`src/prf_pkg.sv`:
```
// Shared types, constants and saturation helper for the polynomial root finder.
// No dependencies; used by every module in src.
package prf_pkg;

   localparam int MAX_DEGREE   = 8;
   localparam int IDX_W        = $clog2(MAX_DEGREE + 1);
   localparam int TERM_W       = IDX_W + 33;
   localparam int HYBRID_STEPS = 5;

   localparam logic [19:0] RESET_MAX_ITER = 20'd10000;
   localparam logic [3:0]  RESET_DEGREE   = 4'd1;

   localparam logic [1:0] M_BISECT = 2'd0;
   localparam logic [1:0] M_NEWTON = 2'd1;
   localparam logic [1:0] M_SECANT = 2'd2;
   localparam logic [1:0] M_HYBRID = 2'd3;

   localparam logic [1:0] CSR_METHOD   = 2'd0;
   localparam logic [1:0] CSR_MAX_ITER = 2'd1;
   localparam logic [1:0] CSR_DEGREE   = 2'd2;

   localparam logic REQ_LOAD  = 1'b0;
   localparam logic REQ_SOLVE = 1'b1;

   localparam logic signed [63:0] S32_MAX = 64'sd2147483647;
   localparam logic signed [63:0] S32_MIN = -64'sd2147483648;

   typedef struct packed {
      logic        ovf;
      logic [31:0] val;
   } sat_type;

   typedef struct packed {
      logic             we;
      logic [IDX_W-1:0] idx;
      logic [31:0]      data;
   } coef_wr_type;

   typedef struct packed {
      logic        start;
      logic        deriv;
      logic [31:0] x;
   } eval_cmd_type;

   typedef struct packed {
      logic        done;
      logic        ovf;
      logic [31:0] value;
   } eval_rsp_type;

   typedef struct packed {
      logic        start;
      logic [31:0] mul_a;
      logic [32:0] mul_b;
      logic [31:0] den;
   } div_cmd_type;

   typedef struct packed {
      logic        done;
      logic        ok;
      logic [31:0] quot;
   } div_rsp_type;

   function automatic sat_type sat32(input logic signed [63:0] v);
      sat_type s;
      s.ovf = 1'b0;
      if (v > S32_MAX) begin
         s.ovf = 1'b1;
         s.val = 32'h7FFF_FFFF;
      end else if (v < S32_MIN) begin
         s.ovf = 1'b1;
         s.val = 32'h8000_0000;
      end else begin
         s.val = v[31:0];
      end
      return s;
   endfunction

endpackage

```
`src/prf_div.sv`:
```
// Multiply then restoring divide, one quotient bit per cycle, truncating toward zero.
// Reports whether the quotient fits 32 signed bits. Depends on prf_pkg.
module prf_div (
   input  logic                 clock,
   input  logic                 reset,
   input  prf_pkg::div_cmd_type cmd,
   output prf_pkg::div_rsp_type rsp
);

   localparam logic [2:0] D_IDLE = 3'd0;
   localparam logic [2:0] D_MUL  = 3'd1;
   localparam logic [2:0] D_ABS  = 3'd2;
   localparam logic [2:0] D_RUN  = 3'd3;
   localparam logic [2:0] D_DONE = 3'd4;

   logic [2:0]         state_ff, state_in;
   logic [5:0]         cnt_ff, cnt_in;
   logic [31:0]        a_ff, a_in;
   logic [32:0]        b_ff, b_in;
   logic [31:0]        dmag_ff, dmag_in;
   logic               dneg_ff, dneg_in;
   logic               neg_ff, neg_in;
   logic signed [64:0] prod_ff, prod_in;
   logic [63:0]        mag_ff, mag_in;
   logic [31:0]        rem_ff, rem_in;

   logic [64:0]        prod_abs;
   logic [32:0]        trial, diff;
   logic               ge;

   always_comb begin
      state_in = state_ff;
      cnt_in   = cnt_ff;
      a_in     = a_ff;
      b_in     = b_ff;
      dmag_in  = dmag_ff;
      dneg_in  = dneg_ff;
      neg_in   = neg_ff;
      prod_in  = prod_ff;
      mag_in   = mag_ff;
      rem_in   = rem_ff;
      prod_abs = prod_ff[64] ? (65'd0 - 65'(prod_ff)) : 65'(prod_ff);
      trial    = {rem_ff, mag_ff[63]};
      ge       = (trial >= {1'b0, dmag_ff});
      diff     = trial - {1'b0, dmag_ff};
      case (state_ff)
         D_IDLE: begin
            if (cmd.start) begin
               a_in     = cmd.mul_a;
               b_in     = cmd.mul_b;
               dneg_in  = cmd.den[31];
               dmag_in  = cmd.den[31] ? (32'd0 - cmd.den) : cmd.den;
               state_in = D_MUL;
            end
         end
         D_MUL: begin
            prod_in  = $signed(a_ff) * $signed(b_ff);
            state_in = D_ABS;
         end
         D_ABS: begin
            mag_in   = prod_abs[63:0];
            neg_in   = prod_ff[64] ^ dneg_ff;
            rem_in   = '0;
            cnt_in   = '0;
            state_in = D_RUN;
         end
         D_RUN: begin
            rem_in = ge ? diff[31:0] : trial[31:0];
            mag_in = {mag_ff[62:0], ge};
            cnt_in = cnt_ff + 1'b1;
            if (cnt_ff == 6'd63) begin
               state_in = D_DONE;
            end
         end
         default: begin
            state_in = D_IDLE;
         end
      endcase
   end

   always_ff @(posedge clock) begin
      if (reset) begin
         state_ff <= D_IDLE;
      end else begin
         state_ff <= state_in;
      end
   end

   always_ff @(posedge clock) begin
      cnt_ff  <= cnt_in;
      a_ff    <= a_in;
      b_ff    <= b_in;
      dmag_ff <= dmag_in;
      dneg_ff <= dneg_in;
      neg_ff  <= neg_in;
      prod_ff <= prod_in;
      mag_ff  <= mag_in;
      rem_ff  <= rem_in;
   end

   assign rsp.done = (state_ff == D_DONE);
   assign rsp.ok   = neg_ff ? (mag_ff <= 64'h8000_0000) : (mag_ff <= 64'h7FFF_FFFF);
   assign rsp.quot = neg_ff ? (32'd0 - mag_ff[31:0]) : mag_ff[31:0];

endmodule

```
`config.mk`:
```
export PLATFORM = sky130hd
export DESIGN_NAME = prf_div
export DESIGN_NICKNAME = d
export VERILOG_FILES = /design/src/prf_pkg.sv /design/src/prf_div.sv
export SDC_FILE = /design/constraint.sdc
export NUM_CORES = 2
export LEC_CHECK = 0
export BUFFER_PORTS_ARGS = -buffer_cell sky130_fd_sc_hd__buf_2
export CORE_MARGIN = 1
export CORE_UTILIZATION = 59
export DETAILED_ROUTE_END_ITERATION = 16
export PLACE_DENSITY = 0.76
export SYNTH_ARGS = -nofsm -noshare
export SYNTH_HDL_FRONTEND = slang
export SYNTH_SLANG_ARGS = --single-unit
```
`constraint.sdc`:
```
create_clock -name clock -period 15.3 [get_ports clock]
set_input_delay 3.06 -clock clock [delete_from_list [all_inputs] [get_ports clock]]
set_output_delay 3.06 -clock clock [all_outputs]
set_load 0.01 [all_outputs]
```
==> results by group <==
Critical path
  – CP required: between 15 and 20 ns
  – Buf/Inv on CP: 4
  – Max incr delay on CP: 0.62 ns
  – Cell mode on critical path: fa_1
  – Setup CP Type: reg2reg
  – CP max FO: 28
  – CP Data Arrival Time: between 9 and 10 ns
  – Slowest CP cell: fa_1
  – Crit-path cells: buf_4 > nand2_1 > fa_1 > fa_1 > fa_1 > fa_1 > fa_1 > inv_1 > fa_1 > fa_1 > inv_1 > fa_1 > inv_1 > ha_1 > nand2_1 > nor4_1 > nand3_1 > or3_1 > a211oi_1 > o31ai_1 > a21oi_1 > a21oi_1 > o2111ai_1 > o311ai_0
  – CP endpoint kind: register
  – Startpoint Class: register
  – Crit path max-delay family: adder cells

Synthesis
  – Syn Std Cell Area: around 0.051 sq mm
  – Synth Warn #: 0
  – Synth Instances: 5176
  – Synth cell types: just over 70
  – Register area share after synthesis: between 10% and 20%
  – Top FF cell, synth: edfxtp_1
  – Mapped Avg Cell Area: a little under 10 sq um
  – Async SR Flop Fraction: 0%
  – Post-synth EDFFs: approximately 270
  – Synthesized flop and latch total: approximately 270
  – Syn Nets: around 6600

Layout
  – Layout cells sized above 1: under 10%
  – Fin nets: around 6600
  – Layout Area Growth over Synthesis: 5.773%
  – Commonest non-fill, non-tap cell in the layout: inv_1
  – Most frequent cells in the layout: 1116 x inv_1, 1113 x fa_1, 667 x nand2_1, 531 x and2_1, 266 x edfxtp_1

Detailed routing
  – Final WL: roughly 130 mm
  – Via-to-Cell Ratio: 5.671
  – Drt drc: 0
  – Number of DRC markers in iteration 0: between 2000 and 3000
  – Final ANT Viol Nets: 0
  – DR vias: between 30000 and 40000
  – First-pass iteration count of the detailed router: 5
  – WL per Instance: 20.51 um

Timing
  – Period minus WS final: a little under 9 ns
  – Max Clock Freq: about 110 MHz
  – Setup violations, final: 0
  – Unrepaired setup endpoints after global routing: no
  – Slew margin rel.: 25.65%
  – Slew @ Worst Pin: between 1 and 1.5 ns
  – Slew Limit Fails: 0
  – Setup Skew: 0.06702 ns
  – Crit share post-route: a little under three fifths
  – Final hold violations: 0
  – TNS Setup: 0 ns

Clock network
  – Clock Latency Late Sink: about 0.63 ns
  – Clock-pin slew on the worst setup and hold paths: roughly 0.070 ns
  – # Post-CTS Setup Buffers: 0
  – TritonCTS clock tree: yes
  – H-tree depth: 2
  – CTS Buf Count: 36
  – CTS Buffer Depth: 3
  – CTS resizes: 0
  – Hold buffer count at cts: 0
  – CTS root buffer: clkbuf_16
  – Sink Count: 269

Floorplanning
  – Die H: between 200 and 300 um
  – Initial Utilization: about three fifths
  – Die width: 295.3 um
  – Die footprint: roughly 0.087 sq mm
  – Num rows: 107
  – Top Ports: between 100 and 150
  – CORE AREA: 0.08515 sq mm

Global route
  – Pin count of the biggest net entering global routing: between 100 and 150
  – GRT Util Overall: a little under a third
  – Vias in the first global route: 38240
  – Initial antenna violation count: 6
  – Grt total ovfl: 0
  – First-pass GRT wire length: about 210 mm

Min path
  – Hold Crit Class: reg2reg

Placement
  – IO buf count: about 130
  – DPL Wire Length: roughly 96 mm
  – GPL Wtd Cong: roughly 0.95

Job
  – Max-cap viol count: 0

Status
  – Outcome: finished clean
## final cells by class
class / count / area [sq um]
multi-input combinational: 3546 / 37620
fill: 6953 / 31460
sequential: 269 / 8048
inverter: 1117 / 4193
tap: 1144 / 1431
timing repair buffer: 207 / 1221
clock buffer: 41 / 919.6
clock inverter: 25 / 250.2
antenna: 2 / 5.005
## cells in the mapped netlist, types with 13 or more instances
cell         n  area, sq um
a211oi_1    22        165.2
and2_1     532         3328
fa_1      1113        22280
o31ai_1     37        277.8
or3_1       23        143.9
xnor2_1    130         1139
nand3_1     38        190.2
inv_1     1116         4189
xor2_1      92        805.8
or4_1       17        127.6
a31oi_1     14        87.58
a21oi_1     89        445.4
mux2i_1     22        220.2
o41ai_1     21        183.9
clkbuf_1   237        889.6
nor2_1     119        446.7
edfxtp_1   266         7988
and3_1      16        100.1
nor4_1      17        106.4
nor3_1      18        90.09
nand2b_1    18        112.6
a21o_1      33        247.7
o21ai_0    157        785.8
nand2_1    667         2504
ha_1       222         2778
nand4_1     13        81.33
## state kept, by name (all words and copies together), names as in the netlist
signal    flops
mag_ff       64
b_ff         33
neg_ff        1
dmag_ff      32
cnt_ff        6
state_ff      3
prod_ff      65
dneg_ff       1
a_ff         32
rem_ff       32
## layer usage
metal | GRT usage (%) | wire [um] | vias to the layer above
met1 | 42.13 | 51230 | 18290
met2 | 49.34 | 59840 | 1763
li1 | - | - | 15620
met5 | 0 | 8 | -
met3 | 7.946 | 14020 | 344
met4 | 11.17 | 5187 | 2
## cell families after synthesis
logic type	share of synthesized area, %
XOR/XNOR	3.831
AND/OR/NAND/NOR	14.85
buffers and inverters	10.07
multiplexers	0.4338
AO/OA/AOI/OAI	5.583
flip-flops	15.86
adder cells (fa/ha/maj)	49.37
## worst paths after layout
kind,startpoint,end,slack [ns],cells past startpoint
max,a_ff[8],prod_ff[62],6.51,24
max reg2reg,a_ff[8],prod_ff[62],6.51,24
min reg2reg,mag_ff[52],mag_ff[53],0.55,2
min,mag_ff[52],mag_ff[53],0.55,2
## worst min-delay path, stage by stage, from the launching register on
cell	delay [ns]
edfxtp_1	0.34
nand2_1	0.05
o21ai_1	0.06
## per-stage QoR
step	setup WS [ns]	area, sq um	std cells	util [%]	hold slack (ns)
2_1_floorplan	1.541	50760	5176	-	0.5223
3_3_place_gp	6.701	52510	6283	61.67	0.5356
3_5_place_dp	6.553	52510	6283	61.67	0.5508
4_1_cts	6.572	53680	6349	63.05	0.5624
5_1_grt	6.089	53690	6351	63.05	0.5967
6_report	6.512	53690	6351	63.05	0.5549
Power is left out: the tool's default activity adds up to more than one toggle a clock period on the data nets, which glitch-free logic cannot reach.
