--- src/prf_pkg.sv ---
// Shared types, constants and saturation helper for the polynomial root finder.
// No dependencies; used by every module in src.
package prf_pkg;

   localparam int MAX_DEGREE   = 8;
   localparam int IDX_W        = $clog2(MAX_DEGREE + 1);
   localparam int TERM_W       = IDX_W + 33;
   localparam int HYBRID_STEPS = 5;

   localparam logic [19:0] RESET_MAX_ITER = 20'd10000;
   localparam logic [3:0]  RESET_DEGREE   = 4'd1;

   localparam logic [1:0] M_BISECT = 2'd0;
   localparam logic [1:0] M_NEWTON = 2'd1;
   localparam logic [1:0] M_SECANT = 2'd2;
   localparam logic [1:0] M_HYBRID = 2'd3;

   localparam logic [1:0] CSR_METHOD   = 2'd0;
   localparam logic [1:0] CSR_MAX_ITER = 2'd1;
   localparam logic [1:0] CSR_DEGREE   = 2'd2;

   localparam logic REQ_LOAD  = 1'b0;
   localparam logic REQ_SOLVE = 1'b1;

   localparam logic signed [63:0] S32_MAX = 64'sd2147483647;
   localparam logic signed [63:0] S32_MIN = -64'sd2147483648;

   typedef struct packed {
      logic        ovf;
      logic [31:0] val;
   } sat_type;

   typedef struct packed {
      logic             we;
      logic [IDX_W-1:0] idx;
      logic [31:0]      data;
   } coef_wr_type;

   typedef struct packed {
      logic        start;
      logic        deriv;
      logic [31:0] x;
   } eval_cmd_type;

   typedef struct packed {
      logic        done;
      logic        ovf;
      logic [31:0] value;
   } eval_rsp_type;

   typedef struct packed {
      logic        start;
      logic [31:0] mul_a;
      logic [32:0] mul_b;
      logic [31:0] den;
   } div_cmd_type;

   typedef struct packed {
      logic        done;
      logic        ok;
      logic [31:0] quot;
   } div_rsp_type;

   function automatic sat_type sat32(input logic signed [63:0] v);
      sat_type s;
      s.ovf = 1'b0;
      if (v > S32_MAX) begin
         s.ovf = 1'b1;
         s.val = 32'h7FFF_FFFF;
      end else if (v < S32_MIN) begin
         s.ovf = 1'b1;
         s.val = 32'h8000_0000;
      end else begin
         s.val = v[31:0];
      end
      return s;
   endfunction

endpackage

--- src/prf_eval.sv ---
// Horner evaluator for the polynomial or its derivative, one multiply per step (two for the derivative).
// Holds the coefficient store. Depends on prf_pkg.
module prf_eval (
   input  logic                       clock,
   input  logic                       reset,
   input  prf_pkg::coef_wr_type       coef_wr,
   input  logic [prf_pkg::IDX_W-1:0]  degree,
   input  prf_pkg::eval_cmd_type      cmd,
   output prf_pkg::eval_rsp_type      rsp
);

   localparam logic [1:0] E_IDLE = 2'd0;
   localparam logic [1:0] E_MUL  = 2'd1;
   localparam logic [1:0] E_ADD  = 2'd2;
   localparam logic [1:0] E_DONE = 2'd3;

   logic [31:0] coef_mem [0:prf_pkg::MAX_DEGREE];

   logic [1:0]                  state_ff, state_in;
   logic [31:0]                 r_ff, r_in;
   logic [31:0]                 x_ff, x_in;
   logic [prf_pkg::IDX_W-1:0]   p_ff, p_in;
   logic                        deriv_ff, deriv_in;
   logic                        ovf_ff, ovf_in;
   logic signed [63:0]          prod_ff, prod_in;
   logic signed [prf_pkg::TERM_W-1:0] term_ff, term_in;

   logic [31:0]                 coef_rd;
   prf_pkg::sat_type            qs, ts, ss;

   always_ff @(posedge clock) begin
      if (coef_wr.we) begin
         coef_mem[coef_wr.idx] <= coef_wr.data;
      end
   end

   assign coef_rd = coef_mem[p_ff];

   always_comb begin
      state_in = state_ff;
      r_in     = r_ff;
      x_in     = x_ff;
      p_in     = p_ff;
      deriv_in = deriv_ff;
      ovf_in   = ovf_ff;
      prod_in  = prod_ff;
      term_in  = term_ff;
      qs = prf_pkg::sat32(prod_ff >>> 16);
      ts = prf_pkg::sat32(64'(term_ff));
      ss = prf_pkg::sat32(64'($signed(qs.val)) + 64'($signed(ts.val)));
      case (state_ff)
         E_IDLE, E_DONE: begin
            state_in = E_IDLE;
            if (cmd.start) begin
               r_in     = '0;
               ovf_in   = 1'b0;
               x_in     = cmd.x;
               p_in     = degree;
               deriv_in = cmd.deriv;
               state_in = (cmd.deriv && degree == '0) ? E_DONE : E_MUL;
            end
         end
         E_MUL: begin
            prod_in = $signed(r_ff) * $signed(x_ff);
            if (deriv_ff) begin
               term_in = $signed({1'b0, p_ff}) * $signed(coef_rd);
            end else begin
               term_in = prf_pkg::TERM_W'($signed(coef_rd));
            end
            state_in = E_ADD;
         end
         E_ADD: begin
            r_in   = ss.val;
            ovf_in = ovf_ff | qs.ovf | ts.ovf | ss.ovf;
            if (p_ff == prf_pkg::IDX_W'(deriv_ff)) begin
               state_in = E_DONE;
            end else begin
               p_in     = p_ff - 1'b1;
               state_in = E_MUL;
            end
         end
         default: begin
            state_in = E_IDLE;
         end
      endcase
   end

   always_ff @(posedge clock) begin
      if (reset) begin
         state_ff <= E_IDLE;
      end else begin
         state_ff <= state_in;
      end
   end

   always_ff @(posedge clock) begin
      r_ff     <= r_in;
      x_ff     <= x_in;
      p_ff     <= p_in;
      deriv_ff <= deriv_in;
      ovf_ff   <= ovf_in;
      prod_ff  <= prod_in;
      term_ff  <= term_in;
   end

   assign rsp.done  = (state_ff == E_DONE);
   assign rsp.ovf   = ovf_ff;
   assign rsp.value = r_ff;

endmodule

--- config.mk ---
export PLATFORM = sky130hd
export DESIGN_NAME = prf_eval
export DESIGN_NICKNAME = d
export VERILOG_FILES = /design/src/prf_pkg.sv /design/src/prf_eval.sv
export SDC_FILE = /design/constraint.sdc
export NUM_CORES = 2
export LEC_CHECK = 0
export ABC_AREA = 1
export BUFFER_PORTS_ARGS = -buffer_cell sky130_fd_sc_hd__buf_2
export CAP_MARGIN = 20
export CELL_PAD_IN_SITES_DETAIL_PLACEMENT = 1
export CELL_PAD_IN_SITES_GLOBAL_PLACEMENT = 2
export CORE_ASPECT_RATIO = 0.7
export CORE_MARGIN = 5
export CORE_UTILIZATION = 41
export CTS_CLUSTER_SIZE = 28
export DETAILED_ROUTE_END_ITERATION = 6
export GPL_ROUTABILITY_DRIVEN = 0
export GPL_TIMING_DRIVEN = 1
export PLACE_DENSITY = 0.85
export SETUP_SLACK_MARGIN = 0.1
export SLEW_MARGIN = 20
export SYNTH_ARGS = -nofsm -noshare
export SYNTH_HDL_FRONTEND = slang
export SYNTH_SLANG_ARGS = --single-unit
--- constraint.sdc ---
create_clock -name clock -period 8.8 [get_ports clock]
set_input_delay 0.88 -clock clock [delete_from_list [all_inputs] [get_ports clock]]
set_output_delay 0.88 -clock clock [all_outputs]
set_load 0.05 [all_outputs]
==> summary.log <==
[run_status] status completed
[logic_synthesis] Synth warnings 0
[sta] period utilization 0.969
[drt] detailed-route wire length per cell 22.5 um
[grt] wire length of the first global-routing pass 337000 um
[setup_path] CP Class flip-flop to flip-flop
[drt] number of DRC markers in iteration 0 4116
[logic_synthesis] post-synthesis cell area 63400 um2
[sta] headroom to the max-slew limit 0.119
[placed_design] IO buf count 110
[setup_path] Worst setup SP type flip-flop
[drt] vias per std cell 5.18
[drt] number of search-and-repair iterations in the first detailed-routing pass 5
[clocking] Skew-Pair Late Insertion Delay 710 ps
[sta] Setup Skew 50.0 ps
[sta] setup repair after global routing missed its margin false
[floorplanning] effective utilization at floorplan 0.413
[clocking] number of hold buffers added after cts 0
[setup_path] Setup crit end kind flip-flop
[floorplanning] Chip Width 480 um
[worst_hold_path] Hold Crit Class input pin to flip-flop
[setup_path] data arrival time of the worst path 8940 ps
[sta] Final Hold Fails 0
[floorplanning] Chip Height 339 um
[drt] wirelength, routed 218000 um
[logic_synthesis] Gate Count Post-Synth 7492
[grt] via count of the first global-routing pass 54500
[placed_design] HPWL reported at the end of detailed placement 178000 um
[clocking] CTS tree done
[floorplanning] Placement Rows 120
[sta] Tightest Pin Transition 1310 ps
[layout] Area growth, synth to finish 8.68%
[setup_path] Max Fanout on Critical Path 14
[logic_synthesis] post-synthesis cell type count 50
[drt] DRC 0
[sta] setup total negative slack 0 ps
[grt] antenna violations before repair 6
[logic_synthesis] flop and latch count out of synthesis 449
[logic_synthesis] leading post-synthesis cells by cell area sky130_fd_sc_hd__fa_1 36%, sky130_fd_sc_hd__edfxtp_1 21%, sky130_fd_sc_hd__inv_1 12%
[grt] maximum number of pins on one net before global-route repair 81
[logic_synthesis] synthesized net count 9004
[floorplanning] count of pins on the block boundary 111
[setup_path] required time of the critical path 9210 ps
[sta] Max Transition Viols Final 0
[drt] number of nets with antenna violations after detailed routing 0
[logic_synthesis] area fraction of the dominant cell type after synthesis 0.362
[logic_synthesis] post-synth top area cell sky130_fd_sc_hd__fa_1
[clocking] clk buf depth 3
[layout] nets@finish 9081
[clocking] number of clock buffers inserted by TritonCTS 53
[sta] Setup violations, final 0
[floorplanning] area of the placeable core 153000 um2
[drt] DR vias 50200
[clocking] number of H-tree levels 2
[sta] highest clock rate 117 MHz
[clocking] cell at the root of the clock tree sky130_fd_sc_hd__clkbuf_16
[logic_synthesis] sequential cell area fraction in the yosys report 0.212
[layout] number of fillers in the final layout 18300
[grt] overflow left after global routing 0
[logic_synthesis] Syn Area/Cell 8.46 um2
[sta] time the worst path needs with I/O delays and setup 8530 ps
[clocking] clk sinks 449
[flow_run] MaxCap Viol Count 0
[floorplanning] floorplan die area 163000 um2
[grt] Tot GR Track Use 0.271
[clocking] clock slew at the register clock pins of the worst setup and hold paths 80 ps
[layout] fraction of final layout cells with drive strength greater than 1 0.0666
state kept, by name (all words and copies together), names as in the netlist, named ones only:
signal and cells:
ovf_ff 1, x_ff 32, coef_mem 288, state_ff 2, p_ff 4, deriv_ff 1, r_ff 32, term_ff 37
prod_ff 48
through the flow:
stage	setup WS [ps]	utilization	hold WS, ps	std cells	area, um2
5_1_grt	120	0.449	316	9686	68800
6_report	272	0.449	342	9689	68900
3_3_place_gp	323	0.436	720	9563	66900
4_1_cts	171	0.447	286	9658	68500
2_1_floorplan	1180	-	594	7492	63400
3_5_place_dp	207	0.436	725	9563	66900
repair_timing:
action	in CTS	in global routing
resized for setup	0	8
setup endpoints to repair	0	8
buffers inserted	0	23
endpoints found under the hold margin	0	0
cell usage after synthesis (all sizes together):
master,number
and2,4
ha,288
a31oi,3
nand3,195
nand3b,10
edfxtp,443
inv,2042
a21boi,3
o22ai,5
dfxtp,6
a21oi,166
a21o,10
nand4,30
fa,1147
nor4,15
o21a,9
xor2,45
o221ai,57
clkinv,3
buf,34
o21ai,315
nand2b,1
and3,7
o211ai,9
nor3,27
or2,18
nor3b,4
nor2,501
clkbuf,256
o2111ai,1
o21bai,18
xnor2,19
nand2,1801
critical path, stage by stage (launching register included):
cell and delay [ps]:
sky130_fd_sc_hd__edfxtp_1 980, sky130_fd_sc_hd__buf_4 410, sky130_fd_sc_hd__nand2_1 80, sky130_fd_sc_hd__inv_1 80
sky130_fd_sc_hd__fa_1 440, sky130_fd_sc_hd__fa_1 450, sky130_fd_sc_hd__fa_1 540, sky130_fd_sc_hd__inv_1 50
sky130_fd_sc_hd__fa_1 470, sky130_fd_sc_hd__inv_1 50, sky130_fd_sc_hd__fa_1 490, sky130_fd_sc_hd__fa_1 520
sky130_fd_sc_hd__fa_1 570, sky130_fd_sc_hd__inv_1 80, sky130_fd_sc_hd__fa_1 530, sky130_fd_sc_hd__inv_1 60
sky130_fd_sc_hd__ha_1 400, sky130_fd_sc_hd__nand2_1 120, sky130_fd_sc_hd__o21ai_0 370, sky130_fd_sc_hd__a21oi_1 160
sky130_fd_sc_hd__o21ai_0 580, sky130_fd_sc_hd__a21oi_1 230, sky130_fd_sc_hd__xnor2_1 550
final timing paths:
kind,startpoint,to,slack (ps),cells past startpoint
max,r_ff[11],prod_ff[32],270,22
min,cmd[14],x_ff[14],340,1
max reg2reg,r_ff[11],prod_ff[32],270,22
min reg2reg,p_ff[2],flip-flop,730,2
cell families after synthesis:
family / after synthesis / synth area share
buf+inv: 2335 / 0.140
compound gates: 596 / 0.0530
fa+ha+maj: 1435 / 0.419
simple gates: 2613 / 0.167
flops: 449 / 0.212
xor+xnor: 64 / 0.00885
routing by layer:
layer,global-route usage,part of all wire,vias up
met5,0,0.000032,-
met4,0.0500,0.020,2
met2,0.400,0.42,1626
met1,0.415,0.47,26200
met3,0.0539,0.083,181
li1,-,-,22200
layout make-up:
type | count | area [um2] | area share
multi-input cells | 4708 | 41200 | 0.598
flip-flops and latches | 449 | 13400 | 0.195
inverters | 2045 | 7680 | 0.112
well taps | 2074 | 2590 | 0.0377
repair buffers | 312 | 2280 | 0.0331
clock buffers | 61 | 1360 | 0.0197
clock inverters | 34 | 328 | 0.00476
diodes | 6 | 15.0 | 0.000218
cells in the final DEF (no fill, tap or decap), types with 45 or more instances in the layout:
cell type	n
sky130_fd_sc_hd__inv_1	2030
sky130_fd_sc_hd__nand2_1	1768
sky130_fd_sc_hd__fa_1	1147
sky130_fd_sc_hd__nor2_1	485
sky130_fd_sc_hd__edfxtp_1	443
sky130_fd_sc_hd__ha_1	286
sky130_fd_sc_hd__o21ai_0	280
sky130_fd_sc_hd__buf_4	184
sky130_fd_sc_hd__nand3_1	176
sky130_fd_sc_hd__a21oi_1	159
sky130_fd_sc_hd__buf_2	110
sky130_fd_sc_hd__o221ai_1	57
sky130_fd_sc_hd__clkbuf_16	53
sky130_fd_sc_hd__xor2_1	45
Power is not shown: default switching activity piles up to over one toggle a cycle in this logic, so the estimate is an artifact.
